<file path="config.mk">
export PLATFORM = sky130hd
export DESIGN_NAME = ipv4fa_chain
export DESIGN_NICKNAME = d
export VERILOG_FILES = /design/src/rtl/core/ipv4fa_pkg.sv /design/src/rtl/core/ipv4fa_cell.sv /design/src/rtl/core/ipv4fa_chain.sv
export SDC_FILE = /design/constraint.sdc
export NUM_CORES = 2
export LEC_CHECK = 0
export BUFFER_PORTS_ARGS = -buffer_cell sky130_fd_sc_hd__buf_2
export CAP_MARGIN = 20
export CORE_ASPECT_RATIO = 1.4
export CORE_MARGIN = 1.5
export CORE_UTILIZATION = 50
export CTS_BUF_LIST = sky130_fd_sc_hd__clkbuf_4
export CTS_CLUSTER_SIZE = 40
export DETAILED_ROUTE_END_ITERATION = 8
export MAX_ROUTING_LAYER = met4
export PLACE_DENSITY = 0.74
export SYNTH_ARGS = -nofsm -noshare
export SYNTH_HDL_FRONTEND = slang
export SYNTH_SLANG_ARGS = --single-unit
</file>
<file path="constraint.sdc">
create_clock -name i_clk -period 17.9 [get_ports i_clk]
set_input_delay 0.895 -clock i_clk [delete_from_list [all_inputs] [get_ports i_clk]]
set_output_delay 0.895 -clock i_clk [all_outputs]
set_load 0.01 [all_outputs]
</file>
<file path="src/rtl/core/ipv4fa_pkg.sv">
// ----------------------------------------------------------------------------
// ipv4fa_pkg
// Shared types and constants of the IPv4 forwarding block with address cache.
// ----------------------------------------------------------------------------
package ipv4fa_pkg;

    localparam int EntriesPerPort = 16;

    localparam logic [2:0] CfgPort0Addr  = 3'd0;
    localparam logic [2:0] CfgPort1Addr  = 3'd1;
    localparam logic [2:0] CfgPort0Mask  = 3'd2;
    localparam logic [2:0] CfgPort1Mask  = 3'd3;
    localparam logic [2:0] CfgPort0Mac   = 3'd4;
    localparam logic [2:0] CfgPort1Mac   = 3'd5;
    localparam logic [2:0] CfgDefRoute   = 3'd6;
    localparam logic [2:0] CfgGateway    = 3'd7;

    localparam logic [1:0] KindArp   = 2'd0;
    localparam logic [1:0] KindIpv4  = 2'd1;
    localparam logic [1:0] KindOther = 2'd2;
    localparam logic [1:0] KindRsvd  = 2'd3;

    localparam logic [1:0] ActNone    = 2'd0;
    localparam logic [1:0] ActArpRep  = 2'd1;
    localparam logic [1:0] ActArpReq  = 2'd2;
    localparam logic [1:0] ActForward = 2'd3;

    localparam logic [2:0] DropNone    = 3'd0;
    localparam logic [2:0] DropUnsupp  = 3'd1;
    localparam logic [2:0] DropNoRoute = 3'd2;
    localparam logic [2:0] DropHairpin = 3'd3;
    localparam logic [2:0] DropTtl     = 3'd4;
    localparam logic [2:0] DropArp     = 3'd5;

    localparam logic [1:0] RouteP0 = 2'd1;
    localparam logic [1:0] RouteP1 = 2'd2;

    typedef struct packed {
        logic        in_port;
        logic [1:0]  frame_kind;
        logic        arp_is_request;
        logic [31:0] src_ip;
        logic [31:0] dst_ip;
        logic [47:0] frame_src_mac;
        logic [47:0] arp_sender_mac;
        logic [7:0]  ttl;
        logic [15:0] header_checksum;
    } t_in_beat;

    typedef struct packed {
        logic [1:0]  action;
        logic [2:0]  drop_reason;
        logic        tx_port;
        logic [47:0] dst_mac_out;
        logic [47:0] src_mac_out;
        logic [31:0] arp_sender_ip_out;
        logic [31:0] arp_target_ip_out;
        logic [47:0] arp_target_mac_out;
        logic [7:0]  ttl_out;
        logic [15:0] checksum_out;
    } t_out_beat;

    // Token that travels down the chain of cache cells.
    typedef struct packed {
        logic        learn;     // learn ip/mac into this port
        logic        look;      // look up look_ip
        logic        learn_done;
        logic        hit;
        logic [31:0] ip;
        logic [47:0] mac;
        logic [31:0] look_ip;
        logic [47:0] look_mac;
    } t_chain;

    typedef enum logic [1:0] {
        StIdle,
        StLearn,
        StLook,
        StOut
    } t_state;

endpackage

</file>
<file path="src/rtl/core/ipv4fa_cell.sv">
// ----------------------------------------------------------------------------
// ipv4fa_cell
// One cache entry. Learns and looks up as the token passes it.
// ----------------------------------------------------------------------------
module ipv4fa_cell (
    input  logic                i_clk,
    input  logic                i_rst_n,
    input  logic                i_step,
    input  logic                i_over,   // chain found no match and claims this cell for the new entry
    input  ipv4fa_pkg::t_chain  i_tok,
    output ipv4fa_pkg::t_chain  o_tok,
    output logic                o_valid
);
    logic        r_valid;
    logic [31:0] r_ip;
    logic [47:0] r_mac;
    logic        w_match;
    logic        w_write;

    assign w_match = r_valid && (r_ip == i_tok.ip);
    assign o_valid = r_valid;

    always_comb begin
        o_tok = i_tok;
        w_write = 1'b0;
        if (i_tok.learn && !i_tok.learn_done) begin
            if (w_match) begin
                w_write = 1'b1;
                o_tok.learn_done = 1'b1;
            end
        end
        if (i_tok.look && r_valid && r_ip == i_tok.look_ip && !i_tok.hit) begin
            o_tok.hit = 1'b1;
            o_tok.look_mac = r_mac;
        end
    end

    // Learning works in two sweeps: the combinational chain finds a match
    // first; a free or overwrite claim is resolved by the enclosing chain.
    always_ff @(posedge i_clk) begin
        if (!i_rst_n) begin
            r_valid <= 1'b0;
        end else if (i_step && (w_write || i_over)) begin
            r_valid <= 1'b1;
        end
        if (i_step && (w_write || i_over)) begin
            r_ip  <= i_tok.ip;
            r_mac <= i_tok.mac;
        end
    end
endmodule

</file>
<file path="src/rtl/core/ipv4fa_chain.sv">
// ----------------------------------------------------------------------------
// ipv4fa_chain
// The cache cells of one port, with slot claim for new entries.
// ----------------------------------------------------------------------------
module ipv4fa_chain (
    input  logic                i_clk,
    input  logic                i_rst_n,
    input  logic                i_step,
    input  ipv4fa_pkg::t_chain  i_tok,
    output ipv4fa_pkg::t_chain  o_tok
);
    localparam int N = ipv4fa_pkg::EntriesPerPort;

    ipv4fa_pkg::t_chain w_tok [N+1];
    logic [N-1:0] w_valid;
    logic [N-1:0] w_claim;
    logic         w_miss;

    assign w_tok[0] = i_tok;

    for (genvar g = 0; g < N; g++) begin : g_cell
        ipv4fa_cell u_cell (
            .i_clk   (i_clk),
            .i_rst_n (i_rst_n),
            .i_step  (i_step),
            .i_over  (w_claim[g]),
            .i_tok   (w_tok[g]),
            .o_tok   (w_tok[g+1]),
            .o_valid (w_valid[g])
        );
    end

    assign w_miss = i_tok.learn && !w_tok[N].learn_done;

    // First free cell, else cell 0.
    always_comb begin
        logic found;
        found = 1'b0;
        w_claim = '0;
        for (int k = 0; k < N; k++) begin
            if (!w_valid[k] && !found) begin
                w_claim[k] = w_miss;
                found = 1'b1;
            end
        end
        if (!found) begin
            w_claim[0] = w_miss;
        end
    end

    assign o_tok = w_tok[N];
endmodule

</file>
==> reports/metrics.sh <==
NETLIST_TOP_CELLS_COUNT='edfxtp_1, xor2_1, xnor2_1, nor4_1, nand2_1'
SETUP_VIOL=0
ASYNC_FLOP_SHARE_PCT=0
PWR-SHARE-CLK_PCT=39.3
DR.FIRST_ITER.DRC_COUNT=4880
POSTCTSSETUPREPAIRBUFS=0
DETAILED_ROUTE_VIA_COUNT=43748
SYNTH_AREA_LEADERS='edfxtp_1, xor2_1, xnor2_1'
TOTAL_DRC_ERRORS_IN_THE_ROUTED_LAYOUT=0
DIE-WIDTH_UM=300
CRIT_FANOUT=39
CRIT_TYPE='register to output pin'
TIMING.SLEW.HEADROOM_PCT=21.2
NUMBER_OF_PLACEMENT_ROWS=152
MAX_SLEW.WORST_PIN.SLEW_NS=1.17
AREAGROWTHSYNTHTOFINISH_PCT=11.6
DRV.MAX_CAP_VIOLATION_COUNT=0
FIN_TOTAL_PWR_mW=6.23
YS_DOMINANT_REG_CELL='edfxtp_1'
FINALSETUPTNS_NS=0
SETUP.WORST_PATH.START_CLASS='register'
POST_SYNTH_INST_COUNT=4657
CTS_MAX_PATH_BUFFERS=4
VDD.IR_DROP.WORST_uV=107
DESIGN.FINAL.NETS=5293
SYNTHDOMINANTCELLAREASHARE_PCT=62.3
TIMING.FMAX_GHz=0.139
CRIT_PATH_END_KIND='output pin'
SHARE_SEQ_OF_TOTAL_POWER_PCT=53.6
CRITICAL_PATH.CELL_CHAIN='xor2_1, nor4_1, nand2_1, or4_1, nor3_2, buf_4, a21oi_1, o21ai_1, a21oi_1, or4b_1, a21boi_1, buf_2'
POWER.SHARE.SWITCHING_PCT=24.0
CTS-BUFFERS-INSERTED=333
HOLD_CLASS='input port to register'
SYNTH.NET_COUNT=4824
TRITONCTS_CLOCK_TREE='built'
CLOCK_LATENCY_NS=1.27
CRITPATHMAXSTAGEDELAY_NS=0.94
VIAS_IN_THE_FIRST_GLOBAL_ROUTE=44205
CHIPHEIGHT_UM=419
TRITONCTS_NUM_SINKS=1296
SYNTH_TOP_AREA_CELL='edfxtp_1'
NETLIST_AREA_SQ_MM=0.0617
SYNTH-EDFF-COUNT=1280
POWER_REPORT.INTERNAL_TOTAL_mW=4.74
POSTSYNTHAREAPERCELL_SQ_UM=13.2
ARRIVAL_NS=6.31
INITIAL_ANTENNA_VIOLATION_COUNT=18
DRT-PASS1-ITER-COUNT=9
DRIVE_GT1_SHARE_PCT=19.5
FLOORPLAN.INITIALDENSITY_PCT=50.4
STATUS='completed'
ROUTED_WIRELENGTH_UM=214000
FIN_WORST_HOLD_SLACK_NS=0.0955
GRT_START_MAX_NET_PINS=85
NETLIST-CELL-TYPE-COUNT=92
CLK_TRANSITION_REPORTED_PATHS_NS=0.07
GRT_SETUP_UNREPAIRED='false'
FINAL_ANTENNA_NET_COUNT=0
SLOWEST_STAGE='nor3_2'
FINALCRITICALPERIOD_NS=7.20
CRITICAL-PATH-TOP-CELL-BY-COUNT='a21oi_1'
FINAL_HOLD_VIOL_COUNT=0
DP.FINAL_HPWL_UM=131000
WL_PER_CELL_UM=30.7
POWER.NET_SWITCHING_mW=1.50
CORE_REGION_AREA_SQ_MM=0.122
GRT_FIRST_PASS_WIRELENGTH_UM=301000
YOSYSWARNINGS=0
POWER_FRAC_COMB_PCT=7.1
WORST_CLOCK_SKEW_NS=0.103
POWER_PER_CELL_AREA_mW_PER_MM2=90.5
YOSYSSEQAREASHARE_PCT=62.8
TIMING.RR.START='g_cell[0].u_cell.r_ip[5]$_DFFE_PP_'
FINAL_MIN_PERIOD_OVER_CLOCK_PERIOD_PCT=40.2
TIMING.HOLD.WORST.START='i_tok[158]'
CP_DATA_REQUIRED_TIME_NS=17.01
AVGVIACOUNTPERCELL=6.29
YS_FF_LATCH=1296
CLOCK_ROOT_BUFFER='clkbuf_4'
FP.DIEAREA_SQ_MM=0.126
WORST_SETUP_PATH_STARTPOINT='g_cell[5].u_cell.r_ip[17]$_DFFE_PP_'
IO_PINS=331
SYNTH_MOST_COMMON_CELL='edfxtp_1'
PLACE.GP.CONGESTION=0.961
LEAKAGE_POWER_nW=23.3
IO_BUFFER_COUNT=330
CTS_HTREE_LEVELS=5
GRT_TOTAL_USAGE_PCT=34.8
GR-TOTAL-OVERFLOW=0
FINAL_MAX_SLEW_VIOL_COUNT=0
[kinds of logic after synthesis]
| group | synth area share, % |
|---|---|
| AND/OR/NAND/NOR | 11.2 |
| XOR/XNOR | 14.2 |
| flip-flops | 62.8 |
| multiplexers | 0.552 |
| AO/OA/AOI/OAI | 7.00 |
| buffers and inverters | 4.24 |
[power by group through the flow]
stage                     clock network (mW)  registers [mW]  logic (mW)
after floorplan                            0            3.41       0.231
after global placement                     0            3.41       0.421
after detailed placement                   0            3.41       0.423
after CTS                               2.48            3.34       0.433
after global routing                    2.63            3.34       0.457
final                                   2.45            3.34       0.443
[metrics by stage]
step / setup WS (ns) / utilization (%) / std cells / instance area (sq um)
2_1_floorplan: 8.40 / - / 4657 / 61700
3_3_place_gp: 10.97 / 52.5 / 6352 / 64300
3_5_place_dp: 10.87 / 52.5 / 6353 / 64300
4_1_cts: 10.67 / 56.1 / 6936 / 68700
5_1_grt: 10.41 / 56.2 / 6959 / 68900
6_report: 10.70 / 56.2 / 6960 / 68900
[sequential cells by signal (all words and copies together), names as in the netlist]
register and count:
g_cell.u_cell.r_mac 768, g_cell.u_cell.o_valid 16, g_cell.u_cell.r_ip 512
[metal layers]
layer  up-vias  share of wire [%]  routed length (um)  global-route usage, %
met1     21647                 35               74600                   39.1
met3       805                9.8               21000                   8.05
met5         -                  0                   0                      -
met2      2834                 48              103000                   56.2
li1      18462                  -                   -                      -
met4         0                6.8               14600                   21.4
[final cells by class]
cell class              count  area [sq um]
flip-flops and latches   1296         38800
inverters                  90           338
well taps                1617          2020
clock buffers             478          3590
multi-input cells        2895         20600
clock inverters            56           325
fillers                 10055         53600
repair buffers            510          3190
diodes                     18          45.0
[final timing paths]
check             cells past startpoint                                endpoint  slack, ns
setup / recovery                     12                                o_tok[2]      10.70
hold / removal                        1     g_cell[5].u_cell.r_ip[30]$_DFFE_PP_        0.1
setup reg to reg                     11    g_cell[4].u_cell.r_mac[28]$_DFFE_PP_      12.63
hold reg to reg                       1  g_cell[13].u_cell.o_valid$_SDFFE_PN0P_       0.58
[cells in the final DEF (no fill, tap or decap), types with 8 or more instances in the layout]
| cell type | instances |
|---|---|
| a21o_1 | 42 |
| mux2i_1 | 28 |
| xor2_1 | 690 |
| o22ai_1 | 79 |
| nand4_1 | 128 |
| nand3b_1 | 8 |
| nor4b_1 | 12 |
| nand3_1 | 68 |
| clkbuf_4 | 478 |
| xnor2_1 | 309 |
| nor4_2 | 11 |
| nor2_1 | 209 |
| a221o_1 | 14 |
| nand2b_1 | 17 |
| nor4_1 | 264 |
| nor2b_1 | 59 |
| dfxtp_1 | 16 |
| a22o_1 | 18 |
| nand2_1 | 247 |
| o21ai_0 | 115 |
| clkinv_1 | 43 |
| a22oi_1 | 21 |
| inv_1 | 89 |
| or4_1 | 33 |
| a21oi_1 | 40 |
| nor3_1 | 70 |
| a222oi_1 | 37 |
| and3_1 | 33 |
| o21a_1 | 56 |
| buf_4 | 124 |
| or3_1 | 20 |
| edfxtp_1 | 1280 |
| diode_2 | 18 |
| buf_2 | 332 |
| o21ai_1 | 24 |
| dlygate4sd3_1 | 49 |
| o221ai_1 | 63 |
| clkinv_2 | 8 |
| o211ai_1 | 28 |
| a31oi_1 | 9 |
[worst max-delay path: cells and delay by family, from the launching register on]
kind            cells  cell delay (ns)
compound gates      4             0.66
flops               1             0.44
simple gates        5             2.79
xor+xnor            1             0.17
buf+inv             2             0.92
[what timing repair did]
action                                 4_1_cts  5_1_grt
endpoints found under the hold margin      619        0
hold buffers                                49        0
gates resized for setup                      0        0
No activity file was read; power rests on OpenSTA's default activity.
